==> config.mk <==
export PLATFORM = sky130hd
export DESIGN_NAME = swap_frame_allocator_unit
export DESIGN_NICKNAME = d
export VERILOG_FILES = /design/src/sfa_pkg.sv /design/src/sfa_frame_table.sv /design/src/sfa_ctrl.sv /design/src/swap_frame_allocator_unit.sv
export SDC_FILE = /design/constraint.sdc
export NUM_CORES = 1
export LEC_CHECK = 0
export BUFFER_PORTS_ARGS = -buffer_cell sky130_fd_sc_hd__clkbuf_2
export CAP_MARGIN = 20
export CORE_UTILIZATION = 45
export DETAILED_ROUTE_END_ITERATION = 7
export PLACE_DENSITY = 0.65
export SYNTH_ARGS = -nofsm -noshare
export SYNTH_HDL_FRONTEND = slang
export SYNTH_SLANG_ARGS = --single-unit
==> constraint.sdc <==
create_clock -name clk -period 9.4 [get_ports clk]
set_clock_uncertainty 0.2 [all_clocks]
set_input_delay 0.47 -clock clk [delete_from_list [all_inputs] [get_ports clk]]
set_output_delay 0.47 -clock clk [all_outputs]
set_load 0.02 [all_outputs]
==> src/sfa_pkg.sv <==
// Shared types, constants and helpers for the swap frame allocator.
package sfa_pkg;

  localparam int FRAMES        = 16;
  localparam int IDX_W         = (FRAMES > 1) ? $clog2(FRAMES) : 1;
  localparam int CNT_W         = $clog2(FRAMES + 1);

  localparam int ASID_W        = 4;
  localparam int PAGE_IN_W     = 8;
  localparam int PAGE_W        = 5;
  localparam int FRAME_INDEX_W = 4;
  localparam int ADDR_W        = 32;
  localparam int FRAME_SHIFT   = 12;

  localparam int LAST_PLAIN_PAGE = 30;
  localparam int STACK_PAGE      = 31;

  localparam int IN_TDATA_W  = 16;
  localparam int IN_TUSER_W  = 1;
  localparam int OUT_TDATA_W = 48;

  localparam logic OP_FAULT   = 1'b0;
  localparam logic OP_CLEANUP = 1'b1;

  typedef logic [IDX_W-1:0] idx_t;

  typedef struct packed {
    logic              used;
    logic [ASID_W-1:0] owner;
    logic [PAGE_W-1:0] page;
  } frame_entry_t;

  typedef struct packed {
    logic         wr_en;
    idx_t         wr_addr;
    frame_entry_t wr_data;
    idx_t         rd_addr;
  } table_req_t;

  typedef struct packed {
    logic [PAGE_W-1:0]        victim_page;
    logic [ASID_W-1:0]        victim_asid;
    logic                     victim_valid;
    logic [ADDR_W-1:0]        frame_address;
    logic [FRAME_INDEX_W-1:0] frame_index;
  } result_t;

  typedef enum logic [2:0] {
    ST_IDLE,
    ST_SCAN,
    ST_VICTIM_RD,
    ST_VICTIM_CHK,
    ST_CLEAN,
    ST_DONE
  } ctrl_state_t;

  // Circular step over the frame table.
  function automatic idx_t idx_inc(input idx_t i);
    idx_t r;
    if (i == IDX_W'(FRAMES - 1)) r = '0;
    else r = IDX_W'(i + 1'b1);
    return r;
  endfunction

endpackage

==> src/sfa_frame_table.sv <==
// Frame table memory: one write and one registered read per cycle, with reset valid flags.
module sfa_frame_table (
  input  logic                  clk,
  input  logic                  rst,
  input  sfa_pkg::table_req_t   req,
  output sfa_pkg::frame_entry_t rd_entry
);
  import sfa_pkg::*;

  frame_entry_t      mem [FRAMES];
  logic [FRAMES-1:0] vld;
  frame_entry_t      rd_data;
  logic              rd_vld;

  always_ff @(posedge clk) begin
    if (req.wr_en) begin
      mem[req.wr_addr] <= req.wr_data;
    end
    rd_data <= mem[req.rd_addr];
  end

  // an entry never written reads as a free, zeroed frame
  always_ff @(posedge clk) begin
    if (rst) begin
      vld    <= '0;
      rd_vld <= 1'b0;
    end else begin
      if (req.wr_en) begin
        vld[req.wr_addr] <= 1'b1;
      end
      rd_vld <= vld[req.rd_addr];
    end
  end

  assign rd_entry = rd_vld ? rd_data : '0;

endmodule

==> src/sfa_ctrl.sv <==
// Sequencer: scans the frame table, picks free or victim frame, handles cleanup.
module sfa_ctrl (
  input  logic                          clk,
  input  logic                          rst,
  input  logic                          in_valid,
  output logic                          in_ready,
  input  logic                          in_op,
  input  logic [sfa_pkg::ASID_W-1:0]    in_asid,
  input  logic [sfa_pkg::PAGE_IN_W-1:0] in_page,
  input  logic [sfa_pkg::ADDR_W-1:0]    swap_base,
  input  sfa_pkg::frame_entry_t         rd_entry,
  output sfa_pkg::table_req_t           req,
  input  logic                          res_ready,
  output logic                          res_valid,
  output sfa_pkg::result_t              res
);
  import sfa_pkg::*;

  ctrl_state_t       state, state_next;
  logic              op_q, op_q_next;
  logic [ASID_W-1:0] asid_q, asid_q_next;
  logic [PAGE_W-1:0] page_q, page_q_next;
  idx_t              ptr, ptr_next;
  idx_t              rd_idx, rd_idx_next;
  logic [CNT_W-1:0]  issued, issued_next;
  logic              chk_vld, chk_vld_next;
  idx_t              chk_idx, chk_idx_next;
  logic              chk_last, chk_last_next;
  idx_t              sel, sel_next;
  logic              vic_used, vic_used_next;
  logic [ASID_W-1:0] vic_owner, vic_owner_next;
  logic [PAGE_W-1:0] vic_page, vic_page_next;
  logic              issue_ok;

  always_ff @(posedge clk) begin
    if (rst) begin
      state   <= ST_IDLE;
      ptr     <= '0;
      chk_vld <= 1'b0;
    end else begin
      state   <= state_next;
      ptr     <= ptr_next;
      chk_vld <= chk_vld_next;
    end
  end

  always_ff @(posedge clk) begin
    op_q      <= op_q_next;
    asid_q    <= asid_q_next;
    page_q    <= page_q_next;
    rd_idx    <= rd_idx_next;
    issued    <= issued_next;
    chk_idx   <= chk_idx_next;
    chk_last  <= chk_last_next;
    sel       <= sel_next;
    vic_used  <= vic_used_next;
    vic_owner <= vic_owner_next;
    vic_page  <= vic_page_next;
  end

  assign issue_ok = (issued < CNT_W'(FRAMES));

  always_comb begin
    state_next     = state;
    op_q_next      = op_q;
    asid_q_next    = asid_q;
    page_q_next    = page_q;
    ptr_next       = ptr;
    rd_idx_next    = rd_idx;
    issued_next    = issued;
    chk_vld_next   = 1'b0;
    chk_idx_next   = chk_idx;
    chk_last_next  = chk_last;
    sel_next       = sel;
    vic_used_next  = vic_used;
    vic_owner_next = vic_owner;
    vic_page_next  = vic_page;
    in_ready       = 1'b0;
    req            = '0;
    req.rd_addr    = rd_idx;
    res_valid      = 1'b0;
    res            = '0;

    case (state)
      ST_IDLE: begin
        in_ready = 1'b1;
        if (in_valid) begin
          op_q_next   = in_op;
          asid_q_next = in_asid;
          if (in_page > PAGE_IN_W'(LAST_PLAIN_PAGE)) page_q_next = PAGE_W'(STACK_PAGE);
          else page_q_next = in_page[PAGE_W-1:0];
          issued_next = '0;
          if (in_op == OP_FAULT) begin
            rd_idx_next = ptr;
            state_next  = ST_SCAN;
          end else begin
            rd_idx_next = '0;
            state_next  = ST_CLEAN;
          end
        end
      end

      // reads go out every cycle, the entry read last cycle is checked
      ST_SCAN: begin
        if (chk_vld && !rd_entry.used) begin
          sel_next       = chk_idx;
          vic_used_next  = 1'b0;
          vic_owner_next = '0;
          vic_page_next  = '0;
          state_next     = ST_DONE;
        end else if (chk_vld && chk_last) begin
          state_next = ST_VICTIM_RD;
        end else if (issue_ok) begin
          req.rd_addr   = rd_idx;
          rd_idx_next   = idx_inc(rd_idx);
          issued_next   = CNT_W'(issued + 1'b1);
          chk_vld_next  = 1'b1;
          chk_idx_next  = rd_idx;
          chk_last_next = (issued == CNT_W'(FRAMES - 1));
        end
      end

      // table full: the frame after the pointer is evicted
      ST_VICTIM_RD: begin
        req.rd_addr = idx_inc(ptr);
        sel_next    = idx_inc(ptr);
        state_next  = ST_VICTIM_CHK;
      end

      ST_VICTIM_CHK: begin
        vic_used_next  = rd_entry.used;
        vic_owner_next = rd_entry.used ? rd_entry.owner : '0;
        vic_page_next  = rd_entry.used ? rd_entry.page : '0;
        state_next     = ST_DONE;
      end

      ST_CLEAN: begin
        if (chk_vld && rd_entry.used && (rd_entry.owner == asid_q)) begin
          req.wr_en         = 1'b1;
          req.wr_addr       = chk_idx;
          req.wr_data       = rd_entry;
          req.wr_data.used  = 1'b0;
        end
        if (chk_vld && chk_last) begin
          state_next = ST_DONE;
        end else if (issue_ok) begin
          req.rd_addr   = rd_idx;
          rd_idx_next   = idx_inc(rd_idx);
          issued_next   = CNT_W'(issued + 1'b1);
          chk_vld_next  = 1'b1;
          chk_idx_next  = rd_idx;
          chk_last_next = (issued == CNT_W'(FRAMES - 1));
        end
      end

      ST_DONE: begin
        if (res_ready) begin
          res_valid  = 1'b1;
          state_next = ST_IDLE;
          if (op_q == OP_FAULT) begin
            req.wr_en            = 1'b1;
            req.wr_addr          = sel;
            req.wr_data.used     = 1'b1;
            req.wr_data.owner    = asid_q;
            req.wr_data.page     = page_q;
            ptr_next             = sel;
            res.frame_index      = FRAME_INDEX_W'(sel);
            res.frame_address    = swap_base + (ADDR_W'(sel) << FRAME_SHIFT);
            res.victim_valid     = vic_used;
            res.victim_asid      = vic_owner;
            res.victim_page      = vic_page;
          end
        end
      end

      default: begin
        state_next = ST_IDLE;
      end
    endcase
  end

endmodule

==> src/swap_frame_allocator_unit.sv <==
// Swap frame allocator top level: stream ports, base register, result register.
//
// Usage:
//   Slave stream carries one request item: s_tuser is the opcode (0 = page
//   fault, 1 = free every frame of an asid), s_tdata holds asid and page.
//   Master stream returns one result item per request: frame index, frame
//   address (swap_base + index * 4096), and victim flag, owner and page.
//   swap_base (cfg_wr_en/cfg_wr_data): user writes only while idle; unenforced.
// Timing:
//   One request is worked on at a time. The frame table is a one-read,
//   one-write memory scanned at one entry per cycle; a fault stops at the
//   first free frame, or on a full table reads back the victim, and a
//   cleanup examines every entry.
// Reset:
//   rst (synchronous) marks every frame free, clears the search pointer,
//   swap_base and the result valid flag; no clearing pass is needed.
// Backpressure:
//   A finished result sits in the output register until m_tready; the
//   next request can be taken meanwhile, and its result waits in turn.
module swap_frame_allocator_unit (
  input  logic                            clk,
  input  logic                            rst,
  input  logic                            cfg_wr_en,
  input  logic [sfa_pkg::ADDR_W-1:0]      cfg_wr_data,
  input  logic                            s_tvalid,
  output logic                            s_tready,
  // [3:0] asid, [11:4] page, [15:12] zero
  input  logic [sfa_pkg::IN_TDATA_W-1:0]  s_tdata,
  // [0] opcode
  input  logic [sfa_pkg::IN_TUSER_W-1:0]  s_tuser,
  output logic                            m_tvalid,
  input  logic                            m_tready,
  // [3:0] frame_index, [35:4] frame_address, [36] victim_valid,
  // [40:37] victim_asid, [45:41] victim_page, [47:46] zero
  output logic [sfa_pkg::OUT_TDATA_W-1:0] m_tdata
);
  import sfa_pkg::*;

  logic [ADDR_W-1:0] swap_base;
  table_req_t        tbl_req;
  frame_entry_t      rd_entry;
  logic              res_ready;
  logic              res_valid;
  result_t           res;
  logic              out_valid;
  result_t           out_res;

  always_ff @(posedge clk) begin
    if (rst) begin
      swap_base <= '0;
    end else if (cfg_wr_en) begin
      swap_base <= cfg_wr_data;
    end
  end

  sfa_frame_table u_table (
    .clk      (clk),
    .rst      (rst),
    .req      (tbl_req),
    .rd_entry (rd_entry)
  );

  sfa_ctrl u_ctrl (
    .clk       (clk),
    .rst       (rst),
    .in_valid  (s_tvalid),
    .in_ready  (s_tready),
    .in_op     (s_tuser[0]),
    .in_asid   (s_tdata[ASID_W-1:0]),
    .in_page   (s_tdata[ASID_W+PAGE_IN_W-1:ASID_W]),
    .swap_base (swap_base),
    .rd_entry  (rd_entry),
    .req       (tbl_req),
    .res_ready (res_ready),
    .res_valid (res_valid),
    .res       (res)
  );

  assign res_ready = !out_valid || m_tready;

  always_ff @(posedge clk) begin
    if (rst) begin
      out_valid <= 1'b0;
    end else if (res_ready) begin
      out_valid <= res_valid;
    end
  end

  always_ff @(posedge clk) begin
    if (res_ready && res_valid) begin
      out_res <= res;
    end
  end

  assign m_tvalid = out_valid;
  assign m_tdata  = OUT_TDATA_W'(out_res);

  // one request in flight at a time
  assert property (@(posedge clk) disable iff (rst)
    s_tvalid && s_tready |=> !s_tready)
    else $error("request accepted while another is in progress");

  // a result never appears in the cycle right after a request is taken
  assert property (@(posedge clk) disable iff (rst)
    s_tvalid && s_tready |=> !res_valid)
    else $error("result produced without any table scan");

  // a new result never overwrites one still waiting downstream
  assert property (@(posedge clk) disable iff (rst)
    res_valid |-> (!out_valid || m_tready))
    else $error("result issued while output register is held");

  // table writes never collide with a read of the same entry during cleanup
  assert property (@(posedge clk) disable iff (rst)
    tbl_req.wr_en && !res_valid |-> tbl_req.wr_addr != tbl_req.rd_addr)
    else $error("cleanup write hits the entry being read");

endmodule

---- Word level (Yosys, flattened, before mapping) ----
Memory sizes are Yosys's and may differ from the RTL's. A register that Yosys moved wholly into a read port is not among the register bits.
Index checks and enable logic that the tools add are counted.
cells by class
  add/sub/neg operators ................... 4
  $lt $le $gt $ge ......................... 5
  eq/ne operators ......................... 15
  mux-type cells .......................... 57
  bitwise logic cells ..................... 4
  reductions and logical operators ........ 22
operators by type and width
  operator                                                              count
  4-bit 2-to-1 mux                                                      14
  15-bit 2-to-1 mux                                                     3
  32-bit by 16-bit adder with 32-bit output                             1
  5-bit 2-to-1 mux                                                      6
  15-bit one-hot mux with 2 select lines                                1
  4-bit one-hot mux with 2 select lines                                 3
  3-bit 2-to-1 mux                                                      6
  3-bit one-hot mux with 6 select lines                                 1
  16-bit OR                                                             1
  5-bit one-hot mux with 3 select lines                                 1
  1-bit 2-to-1 mux                                                      14
  4-bit one-hot mux with 3 select lines                                 1
  4-bit by 5-bit < comparator with 1-bit output, second input constant  2
  10-bit 2-to-1 mux                                                     1
  5-bit one-hot mux with 2 select lines                                 1
  4-bit by 1-bit adder with 4-bit output, second input constant         2
  4-bit == test, second input constant                                  2
  8-bit by 5-bit > comparator with 1-bit output, second input constant  1
  2-bit AND reduction                                                   4
  3-bit by 2-bit == test with 1-bit output, second input constant       2
  3-bit == test, second input constant                                  2
  1-bit logical AND                                                     6
  2-bit != test, second input constant                                  3
  1-bit one-hot mux with 2 select lines                                 3
  19 further kinds                                                      26
storage, ports and cells
  bits in registers ....................... 142
  bits in writable memories ............... 160
  bits of input ports ..................... 54
  output and inout port bits .............. 50
  memories ................................ 1
memory list
  memory       depth  bits a word  read ports  clocked after Yosys merged registers in  wr ports  RTL line               text
  u_table.mem  16     10           1           1                                        1         sfa_frame_table.sv:10  frame_entry_t mem [FRAMES];

---- Longest topological paths before layout ----
Gate-level depths: netlist of run 1.
  depth in word-level cells ............... 10
  depth in mapped cells ................... 10
  mapped depth without buffers ............ 8

---- Cells and area by module ----
From an unflattened synthesis of run 1, not the netlist that was laid out.
unflattened totals
  cells, all modules ...................... 833
  area total of the unflattened synthesis .. 12717.2 um2
modules (own cells, without submodules)
  module                     instances  cells each  area an instance (um2)
  sfa_frame_table            1          345         7051.8
  sfa_ctrl                   1          330         3052.9
  swap_frame_allocator_unit  1          158         2612.5

---- Worst setup path after synthesis of run 1 ----
No wires, ideal clock.
  path kind ............................... reg-to-reg
  start point ............................. reg u_ctrl.state[0]
  end point ............................... reg out_res, in the netlist m_tdata[0] (enable)
  library setup time ...................... 0.450 ns
  data arrival time ....................... 2.559 ns
  path slack .............................. 6.191 ns
  cell stages (with the launch flop) ...... 4
  buffers on the path ..................... 1
  cell sequence ........................... dfxtp_1 > buf_2 > nand3b_1 > nor2_1
on the way
  word-level cells in the longest chain between the ends .. 3
RTL lines
  what                    RTL line                         text
  from (decl)             sfa_ctrl.sv:19                   ctrl_state_t state, state_next;
  from (signal assigned)  sfa_ctrl.sv:41                   state <= state_next;
  3-bit == test           sfa_ctrl.sv:84                   case (state)
  1-bit 2-to-1 mux        sfa_ctrl.sv:84
  named net res_valid     swap_frame_allocator_unit.sv:43  logic res_valid;
  1-bit logical AND       swap_frame_allocator_unit.sv:90  if (res_ready && res_valid) begin
  to (signal assigned)    swap_frame_allocator_unit.sv:91  out_res <= res;
  to (decl)               swap_frame_allocator_unit.sv:46  result_t out_res;
The timed path passes the listed nets, and every way through them passes these cells.
A chain may end at the register's enable or synchronous reset.

---- Worst setup path after layout of run 1 ----
  start point ............................. reg u_ctrl.state[0]
  end point ............................... mem u_table.mem[9][7] (netlist name) (enable)
on the way
  word-level cells in the longest chain between the ends .. 4
  elaborated cells on any way between the ends .. 5
RTL lines
  what                                        RTL line               text
  3-bit == test                               sfa_ctrl.sv:84
  15-bit one-hot mux with 2 select lines (*)  sfa_ctrl.sv:84
  1-bit 2-to-1 mux                            sfa_frame_table.sv:16  if (req.wr_en) begin
  1-bit 2-to-1 mux (not written as such)      sfa_frame_table.sv:17  mem[req.wr_addr] <= req.wr_data;
  to (decl)                                   sfa_frame_table.sv:10
Every way passes the cells marked *; elsewhere a longest branch is shown, timed or not.

==> metrics.txt, run 1 <==
Crit Reg-Reg Startpoint u_ctrl.state[0]; final hold slack 0.0346 ns; total CTS buffers 31; Max FO, Critical Path 57; first-pass GRT wire length 41.6 mm; EDFF count, synth 244; Slew HR 0.264; Worst Hold End u_ctrl.op_q; TritonRoute pass-1 iters 6; Final Setup Violations 0; clock-pin slew on the worst setup and hold paths 0.06 ns; layout cells sized above 1 0.148; synthesis-stage register bit count 312; Mapped Area 0.0129 sq mm; area grow syn2layout 17.2%; Post-synth ARST share 0; Longest Clk Path Bufs 3; RD Place Congestion 0.820; HP Start s_tuser; Root Buffer clkbuf_16; cts hold-fix bufs 42; largest net degree at the start of global routing 78; CTS H-tree lvls 1; RSZ-0062 raised after global routing false; Arrival @ worst endpoint 4.69 ns; TritonCTS clock tree built; die width 172 um; Cells after Synth 1,016; Synth cell types 63; Tcrit/Tclk final 0.503; register area share after synthesis 0.671; Worst-Margin Slew 1.10 ns; IO Count 104; clk_lat worst skew 0.56 ns; initial antenna violation count 0; remaining routing DRC violations 0; Worst R2R End u_table.mem[9][7]; critical path class flop to flop; Post-DP HPWL 16.6 mm; postcts setup bufs 0; DP Worst Slack 4.65 ns; Primary FF master, synth edfxtp_1; syn avg cell area 12.7 sq um; vias in the first global route 7,742; clock sink count 312; gr ovfl total 0; R2R cell count 7; Routed wire per std cell 17.4 um; setup_tns 0 ns; CP Capture Type flop; crit start category flop; worst min path class primary input to flop; Pwr Density 256 mW/mm^2; die area 0.0295 sq mm; VDD IR max 0.147 mV; max_cap viols 0; Die Y-Extent 172 um; final hold violation count 0; status finished clean; IO buf count 97; Final Slew Violations 0; final net count 1,208; most frequent cells in the layout 244 x edfxtp_1, 159 x nand2_1, 97 x clkbuf_2; commonest non-fill, non-tap cell in the layout edfxtp_1; gr usage total 0.183; final period demand of the worst path 4.73 ns; row cnt 61; Critical Path RT 9.37 ns; drt initial violations 529; Cells on Worst Hold Path 1; Antenna Nets Post-Route 0; FF-to-FF setup slack 4.67 ns; core area 0.0280 sq mm; setup ws final 4.67 ns; Synthesis Warnings 0; routed via count 8,121; Initial Utilization 0.462; CTS resizes 0; static leakage 5.60 nW; diodes inserted 0; via/cell ratio 5.25; WL final 26.9 mm; FMAX 212 MHz
==> cells in the mapped netlist, drive strengths merged, types with 3 or more instances <==
| cell type | count | area (sq um) |
|---|---|---|
| o21a | 15 | 113 |
| nand2 | 159 | 597 |
| nor2b | 4 | 25.0 |
| a21o | 5 | 37.5 |
| mux2i | 74 | 744 |
| a22oi | 6 | 50.1 |
| o21ai | 36 | 180 |
| a211oi | 6 | 45.0 |
| xnor2 | 11 | 96.3 |
| dfxtp | 68 | 1360 |
| and3 | 5 | 31.3 |
| nand2b | 8 | 50.1 |
| o221ai | 9 | 78.8 |
| clkbuf | 30 | 113 |
| nand4b | 3 | 26.3 |
| edfxtp | 244 | 7330 |
| a32oi | 12 | 105 |
| nor2 | 88 | 333 |
| o31ai | 4 | 30.0 |
| nor3 | 6 | 30.0 |
| nand4 | 4 | 25.0 |
| inv | 13 | 48.8 |
| xor2 | 13 | 114 |
| or3 | 3 | 18.8 |
| nand3b | 16 | 120 |
| a21oi | 21 | 105 |
| mux2 | 3 | 33.8 |
| nand3 | 36 | 180 |
| and2 | 39 | 244 |
| nor4b | 3 | 38.8 |
| nor3b | 4 | 41.3 |
| buf | 24 | 154 |
| a22o | 11 | 96.3 |
| ha | 7 | 87.6 |
==> metrics by stage <==
| stage | power [W] | utilization | std cells | cell area (sq um) |
|---|---|---|---|---|
| 6_report | 0.00389 | 0.542 | 1547 | 15200 |
| 5_1_grt | 0.00408 | 0.542 | 1547 | 15200 |
| 4_1_cts | 0.00391 | 0.540 | 1543 | 15100 |
| 3_5_place_dp | 0.00272 | 0.490 | 1445 | 13700 |
| 3_3_place_gp | 0.00271 | 0.490 | 1444 | 13700 |
| 2_1_floorplan | 0.00247 | - | 1017 | 13000 |
==> worst max-delay path, stage by stage (launching register included) <==
cell and delay (ns):
dfxtp_1 0.74, nand3b_1 0.27, or3_1 0.74, inv_2 0.81, nand2_1 0.23, inv_1 0.13
o21ai_0 0.31, nor2_1 0.89
==> sequential cells by signal, indices dropped and copies added, names as in the netlist, 3 cells and up <==
name,flops
u_ctrl.page_q,5
u_table.rd_data,10
u_ctrl.vic_owner,4
u_ctrl.vic_page,5
u_ctrl.asid_q,4
u_ctrl.ptr,4
u_table.vld,16
u_ctrl.state,3
swap_base,32
m_tdata,46
u_ctrl.sel,4
u_table.mem,160
u_ctrl.chk_idx,4
u_ctrl.issued,5
u_ctrl.rd_idx,4
==> cell type report <==
cell class | count | area [sq um]
fill | 2338 | 12800
timing repair buffer | 150 | 1010
multi-input combinational | 637 | 3970
clock buffer | 46 | 892
clock inverter | 10 | 85.1
tap | 378 | 473
sequential | 312 | 8690
inverter | 14 | 52.6
==> worst max path at each step <==
stage                     from            endpoint  slack, ns  depth (start not counted)
2_1_floorplan  u_ctrl.state[0]          m_tdata[0]       6.19                          3
3_3_place_gp   u_ctrl.state[0]   u_table.mem[9][2]       4.67                          7
3_5_place_dp   u_ctrl.state[0]  u_table.mem[13][3]       4.65                          7
4_1_cts        u_ctrl.state[0]   u_table.mem[9][7]       4.63                          7
5_1_grt        u_ctrl.state[0]  u_table.mem[13][8]       4.29                          7
6_report       u_ctrl.state[0]   u_table.mem[9][7]       4.67                          7
==> where the power goes <==
part / total, W / internal (W) / switching, W
Clock: 0.00118 / 0.000681 / 0.000496
Sequential: 0.00174 / 0.00163 / 0.000107
Combinational: 0.000970 / 0.000357 / 0.000613
==> routing by layer <==
layer / global-route usage / up-vias / share of wire
met5: 0 / - / 0
met4: 0.0493 / 0 / 0.021
met3: 0.0262 / 40 / 0.050
met2: 0.304 / 213 / 0.47
met1: 0.249 / 3908 / 0.46
li1: - / 3960 / -
==> cell families after synthesis <==
kind of cell / after synthesis / synth area share
xor gates and xnor gates: 24 / 0.0162
and+or+nand+nor: 385 / 0.141
other: 1 / 0.000290
buffers and inverters: 68 / 0.0246
muxes: 79 / 0.0636
AOI/OAI and AO/OA: 139 / 0.0753
DFF: 312 / 0.671
adders and majority gates: 8 / 0.00831
Power figures use the tool's default switching activity.
==> inputs of run 2 (changes only) <==
clock period = 4.6 ns   (was 9.4 ns; I/O delays follow)
==> run 2 against run 1 <==
Compared with the run above: global-route usage increased by 0.16 points; critical endpoint is now u_table.mem[13][8]; die area unchanged; sequential share of layout area decreased by 0.85 points; highest routed layer unchanged.
==> metrics.txt, run 2 (synthesized netlist as in run 1, its figures left out) <==
die area 0.0295 sq mm (unchanged); Longest Clk Path Bufs 3 (unchanged); VDD IR max 0.259 mV (+76%); first-pass GRT wire length 41.6 mm (about the same); Initial Utilization 0.462 (unchanged); critical path class flop to flop; routed via count 8,165 (+0.54%); IO buf count 97 (unchanged); WL final 26.8 mm (-0.34%); status finished clean; Routed wire per std cell 17.0 um (-2.1%); gr usage total 0.184 (+0.00161); Slowest Stage Delay on Critical Path 0.43 ns (-0.46 ns); multi-input logic area 0.00397 sq mm (unchanged); total CTS buffers 34 (+9.7%); RD Place Congestion 0.851 (+3.8%); commonest non-fill, non-tap cell in the layout edfxtp_1; final net count 1,235 (+2.2%); initial antenna violation count 0 (unchanged); FF-to-FF setup slack 1.10 ns (-3.57 ns); cts hold-fix bufs 48 (+14%); row cnt 61 (unchanged); RSZ-0062 raised after global routing false; crit-path cells buf_4 > nand3b_1 > or3_1 > buf_4 > inv_2 > buf_4 > nand2_1 > inv_1 > o21ai_0 > nor2_1 > buf_4; Final Setup Violations 0 (unchanged); Root Buffer clkbuf_16; vias in the first global route 7,568 (-2.2%); static leakage 5.71 nW (+2.1%); Antenna Nets Post-Route 0 (unchanged); area grow syn2layout 19.0%; core area 0.0280 sq mm (unchanged); diodes inserted 0 (unchanged); largest net degree at the start of global routing 71 (-9.0%); Worst path top cell family by delay buffers and inverters; clock sink count 312 (unchanged); postcts setup bufs 0 (unchanged); layout cells sized above 1 0.157 (+0.00920); TritonRoute pass-1 iters 5 (-1); TritonCTS clock tree built; Post-DP HPWL 16.6 mm (about the same); Final Slew Violations 0 (unchanged); CTS H-tree lvls 2 (+1); Pwr Total 0.00804 W (+110%); FMAX 286 MHz (+35%); setup_tns 0 ns (unchanged); crit start category flop; IO Count 104 (unchanged); final hold slack 0.00646 ns (-0.0281 ns); gr ovfl total 0 (unchanged); Die Y-Extent 172 um (unchanged); slowest stage cell, crit path buf_4; clock-pin slew on the worst setup and hold paths 0.06 ns (about the same); Critical Path RT 4.60 ns (-4.77 ns); die width 172 um (unchanged); most frequent cells in the layout 244 x edfxtp_1, 159 x nand2_1, 97 x clkbuf_2; via/cell ratio 5.19 (-1.2%); Biggest register u_table.mem; drt initial violations 597 (+13%); Filler Cell Count 2,284 (-2.3%); CTS resizes 0 (unchanged); Slew HR 0.372 (+0.108); worst min path class primary input to flop; CP Capture Type flop; final hold violation count 0 (unchanged); Pwr Density 522 mW/mm^2 (+100%); Max FO, Critical Path 48 (-16%); Top cell by count, worst path buf_4; setup ws final 1.10 ns (-3.57 ns); clk_lat worst skew 0.50 ns (-0.06 ns); Tcrit/Tclk final 0.760 (+0.257); max FFs per register 160 (unchanged); DP Worst Slack 1.10 ns (-3.55 ns); Crit path buffers/inverters 6 (+4); max_cap viols 0 (unchanged); final period demand of the worst path 3.50 ns (-1.23 ns); Arrival @ worst endpoint 3.49 ns (-1.20 ns); flip-flop and latch area 0.00869 sq mm (unchanged); remaining routing DRC violations 0 (unchanged); Worst-Margin Slew 0.935 ns (-0.166 ns)
==> run 2: final cells by class <==
type                       instances  share of cell area
sequential                       312               0.564
multi-input combinational        637               0.258
timing repair buffer             174              0.0785
clock buffer                      53              0.0632
tap                              378              0.0307
inverter                          14             0.00341
clock inverter                     6             0.00227
==> run 2: routing by layer <==
| layer | wire length [um] | GRT usage |
|---|---|---|
| met1 | 12200 | 0.249 |
| met2 | 12400 | 0.306 |
| met3 | 1630 | 0.0290 |
| met4 | 560 | 0.0536 |
| met5 | 0 | 0 |
==> run 2: stage by stage <==
| stage | utilization | area (sq um) | instances |
|---|---|---|---|
| after global routing | 0.550 | 15400 | 1574 |
| after CTS | 0.549 | 15400 | 1571 |
| after floorplan | - | 13000 | 1017 |
| final | 0.550 | 15400 | 1574 |
| after global placement | 0.496 | 13900 | 1464 |
| after detailed placement | 0.496 | 13900 | 1464 |
==> run 2: where the power goes <==
part	total, W	switching (W)	leakage [nW]	internal [W]
Clock	0.00247	0.00102	0.489	0.00145
Sequential	0.00352	0.000181	2.70	0.00334
Combinational	0.00205	0.00130	2.52	0.000752
Total	0.00804	0.00250	5.71	0.00554
==> run 2: final timing paths <==
path | start | to | cells past startpoint
max | u_ctrl.state[2] | u_table.mem[13][8] | 11
min reg2reg | u_table.vld[3] | u_table.vld[3] | 2
min | s_tdata[10] | u_ctrl.page_q[1] | 3
max reg2reg | u_ctrl.state[2] | u_table.mem[13][8] | 11
==> run 2: worst reg2reg max path, cell delays in order, from the launching register on <==
cell and delay [ns]:
dfxtp_1 0.35, buf_4 0.23, nand3b_1 0.18, or3_1 0.34, buf_4 0.23, inv_2 0.17, buf_4 0.43, nand2_1 0.18
inv_1 0.11, o21ai_0 0.31, nor2_1 0.24, buf_4 0.23
